**src/rtl/core/mco_ram.sv**
```systemverilog
// ----------------------------------------------------------------------------
// mco_ram
// Generic simple dual-port RAM with one write port and a registered read.
// ----------------------------------------------------------------------------
module mco_ram #(
  parameter int unsigned Width = 8,
  parameter int unsigned Depth = 16
) (
  input  logic                     clk_i,
  input  logic                     we_i,
  input  logic [$clog2(Depth)-1:0] waddr_i,
  input  logic [Width-1:0]         wdata_i,
  input  logic [$clog2(Depth)-1:0] raddr_i,
  output logic [Width-1:0]         rdata_o
);

  logic [Width-1:0] mem_q [Depth];

  always_ff @(posedge clk_i) begin
    if (we_i) begin
      mem_q[waddr_i] <= wdata_i;
    end
    rdata_o <= mem_q[raddr_i];
  end

endmodule

```
**config.mk**
```make
export PLATFORM = sky130hd
export DESIGN_NAME = mco_ram
export DESIGN_NICKNAME = d
export VERILOG_FILES = /design/src/rtl/core/mco_ram.sv
export SDC_FILE = /design/constraint.sdc
export NUM_CORES = 1
export LEC_CHECK = 0
export BUFFER_PORTS_ARGS = -buffer_cell sky130_fd_sc_hd__buf_2
export CAP_MARGIN = 20
export CORE_MARGIN = 2
export CORE_UTILIZATION = 45
export DETAILED_ROUTE_END_ITERATION = 6
export GPL_TIMING_DRIVEN = 0
export PLACE_DENSITY_LB_ADDON = 0.1
export SETUP_SLACK_MARGIN = 0.4
export SYNTH_ARGS = -nofsm -noshare
export SYNTH_HDL_FRONTEND = slang
export SYNTH_SLANG_ARGS = --single-unit
```
**constraint.sdc**
```tcl
create_clock -name clk_i -period 3.1 [get_ports clk_i]
set_clock_uncertainty 0.15 [all_clocks]
set_input_delay 0.465 -clock clk_i [delete_from_list [all_inputs] [get_ports clk_i]]
set_output_delay 0.465 -clock clk_i [all_outputs]
set_load 0.01 [all_outputs]
```
After elaboration in Yosys (flattened, before gate mapping)

Memories as Yosys holds them, arrays and structs flattened. A register that Yosys moved wholly into a read port is not among the register bits.
Cells that the tools add are included.

Logic and storage cells: 3
Output and inout port bits: 8
Bits in writable memories: 128
Bits in registers: 0
Input port bits: 18
Memories: 1
Memory bits (read-only): 0
Bits in latches: 0

Memory list:

| name  | words | bits a word | read ports | clocked after memory_dff | wr ports | RTL line | text |
|---|---|---|---|---|---|---|---|
| mem_q | 16    | 8           | 1          | 1                        | 1        | 17       | `logic [Width-1:0] mem_q [Depth];` |

$mul: 0
Eq/ne operators: 0
Add/sub/neg operators: 0
Muxes and demuxes: 2
Shift operators: 0
$lt $le $gt $ge: 0
Reductions and logical operators: 0
Divide/modulo/power cells: 0
Bitwise gates (word level): 0

Operators by type and width:

| cell              | number |
|---|---|
| 1-bit two-way mux | 2 |

Depth between registers and ports, before layout

Word-level depth: 2
Mapped depth: 5
Gate-level depth less buffers: 3

Worst setup path after synthesis

Ideal clock, no wire load.

Path type: input to register
Start: input port waddr_i[2]
End: memory mem_q[0][0] (enable)
Path buffers: 0
Required time: 2.567 ns
Path slack: 0.992 ns
Library setup time: 0.383 ns
Cell stages on the path: 2
Arrival time: 1.575 ns
Cell sequence: or3b_2 -> nor3_1

RTL lines:

| element            | RTL line | text |
|---|---|---|
| start: declaration | 11       | `input logic [$clog2(Depth)-1:0] waddr_i,` |
| end: declaration   | 17       |  |

Straight into the memory's write port.

Worst setup path after layout

Start: input port waddr_i[2]
End: memory mem_q[0][0] (enable)

Straight into the memory's write port.

==> run metrics <==
Hold Crit Class=in -> reg; highest clock rate=between 0.4 and 0.5 GHz; syn_nets=247; nets=just under 300; dominant synthesized flop cell=edfxtp_1; fraction of layout cells with a size suffix above 1=between 30% and 40%; slew margin rel.=44.28%; share of Yosys cell area claimed by the top area cell type=74.67%; Tmin final=2.017 ns; register area share after synthesis=77.78%; pin count of the biggest net entering global routing=17; Crit path max-delay family=simple AND/OR/NAND/NOR gates; FP Rows=39; Core ar.=about 0.011 sq mm; All-Layer GR Usage=between 10% and 20%; clock-pin slew on the worst setup and hold paths=~0.050 ns; DP Wirelength=about 6.5 mm; Buf+Inv Stages, Crit Path=2; area grow syn2layout=18.13%; CP max-delay cell=nor3_1; Worst-Margin Slew=roughly 0.83 ns; first-pass GRT wire length=around 15 mm; Worst EP arrival=approximately 2 ns; CP startpoint kind=input pin; # resized after CTS=0; antenna fix cells=0; outcome=completed; Post-synth EDFFs=128; period utilization=65.07%; slowest stage delay, CP=0.61 ns; Avg Cell Area, Syn=~22 sq um; Synth Instances=229; Post-CTS Setup Inserts=0; die width=111.0 um; Ys Warns=0; hold depth=1; drt pass-1 iters=5; CTS Root Cell=clkbuf_16; # setup viols final=0; hold slack=0.3251 ns; vias=about 2400; Residual DRC=0; Setup TNS=0 ns; area leader, netlist=edfxtp_1; drt wl/cell=23.38 um; Via-to-Cell Ratio=5.488; critical path depth=4; Final ANT Viol Nets=0; Async S/R FF share, synth=0%; GRT overflow=0; Area contributors post-synth=edfxtp_1, mux4_2, mux4_1; Crit Path Max Fanout=5; worst-skew pair later-pin latency=0.40 ns; #FFs+latches synth=136; Die Span Y=roughly 110 um; P_leak=0.002042 uW; Num CTS Buffers=17; worst setup path class=in -> reg; Slew Viols, Final=0; hold_buf cts=0; unrepaired setup endpoints after global routing=false; initial antenna violation count=0; Syn Std Cell Area=between 0.005 and 0.006 sq mm; die area=around 0.012 sq mm; port bufs=24; VDD IR max=~380 uV; crit end category=flip-flop; Initial Utilization=between 40% and 50%; CP required=between 3 and 4 ns; num ports=26; R2R cell count=3; Clock Path Buffers=2; vias in the first global route=roughly 2500; H-tree Lvls=4; WL final=approximately 10 mm; Hold Vio Cnt, Final=0; maximum capacitance violations=0; initial DRC count=123; Yosys cell types=19; CTS tree=yes; routability-driven placement congestion ratio=approximately 0.8; worst path cell trace=buf_2 -> or3b_2 -> nor3_1 -> buf_4; CTS Sinks=around 140; PD cells=a little over 700 mW/mm^2
## layer usage
metal / vias to the layer above / global-route usage (%) / part of all wire (%)
li1: 1071 / - / -
met1: 1242 / 24.14 / 45
met2: 51 / 27.36 / 49
met3: 7 / 5.085 / 4.7
met4: 0 / 5.250 / 0.69
met5: - / 0 / 0
## cell families after synthesis
| kind of cell | synth area share, % |
|---|---|
| flip-flops | 77.78 |
| AND/OR/NAND/NOR | 3.184 |
| multiplexers | 15.02 |
| AO/OA/AOI/OAI | 2.334 |
| buffers and inverters | 1.677 |
## registers in the layout, summed over array words and instances (netlist names)
name / cells
rdata_o: 8
mem_q: 128
## metrics by stage
| step | util [%] | instances | instance area [sq um] | power [uW] | setup slack [ns] |
|---|---|---|---|---|---|
| after detailed placement | 48.56 | 400 | 5474 | 2310 | 0.6075 |
| final | 53.95 | 432 | 6081 | 4283 | 1.083 |
| after global placement | 48.32 | 396 | 5446 | 2305 | 0.3936 |
| after global routing | 53.95 | 432 | 6081 | 4402 | 1.001 |
| after CTS | 53.95 | 432 | 6081 | 4316 | 1.038 |
| after floorplan | - | 229 | 5147 | 2213 | 0.9921 |
## synthesized netlist by cell type, types with 2 or more instances
| cell type | instances |
|---|---|
| buf_2 | 3 |
| nor3_1 | 4 |
| edfxtp_1 | 128 |
| dfxtp_1 | 8 |
| a22oi_1 | 16 |
| nor2_1 | 13 |
| nand2_1 | 9 |
| clkdlybuf4s25_2 | 3 |
| mux4_2 | 18 |
| nand3b_1 | 2 |
| buf_6 | 3 |
| mux4_1 | 14 |
| nand2b_1 | 2 |
## worst paths after layout
path	slack (ns)	from	to
setup / recovery	1.08	waddr_i[2]	mem_q[0][0]
setup reg to reg	1.42	mem_q[9][1]	rdata_o[1]
hold reg to reg	0.53	mem_q[14][3]	rdata_o[3]
hold / removal	0.33	wdata_i[0]	mem_q[1][0]
## worst reg2reg max path: cells and delay by family (launching register included)
family,cells,cell delay [ns]
multiplexers,1,0.53
flip-flops,1,0.36
AO/OA/AOI/OAI,1,0.35
AND/OR/NAND/NOR,1,0.15
## cells in the final DEF (no fill, tap or decap)
cell,instances
a22oi_1,16
and2_1,1
and2b_1,1
buf_2,28
buf_4,4
buf_6,3
bufinv_16,3
clkbuf_1,1
clkbuf_16,17
clkbuf_8,2
clkdlybuf4s25_2,3
clkinv_1,1
clkinv_2,2
clkinv_4,1
clkinvlp_4,5
dfxtp_1,8
edfxtp_1,128
mux4_1,14
mux4_2,18
nand2_1,9
nand2b_1,2
nand3_1,1
nand3b_1,2
nor2_1,13
nor2b_1,1
nor3_1,4
or3b_2,1
## power breakdown
part	internal (uW)	switching [uW]	total, uW
combinational	82.5	120	202
clock	1300	713	2010
sequential	2060	9.62	2070
## final cells by class
type	count	area (sq um)
Fill cell	871	5191
Sequential cell	136	4004
Multi-Input combinational cell	83	1057
Clock buffer	20	456.7
Tap cell	143	178.9
Clock inverter	12	150.1
Timing Repair Buffer	28	147.6
Buffer	10	86.33
(Power assumes the default switching activity.)
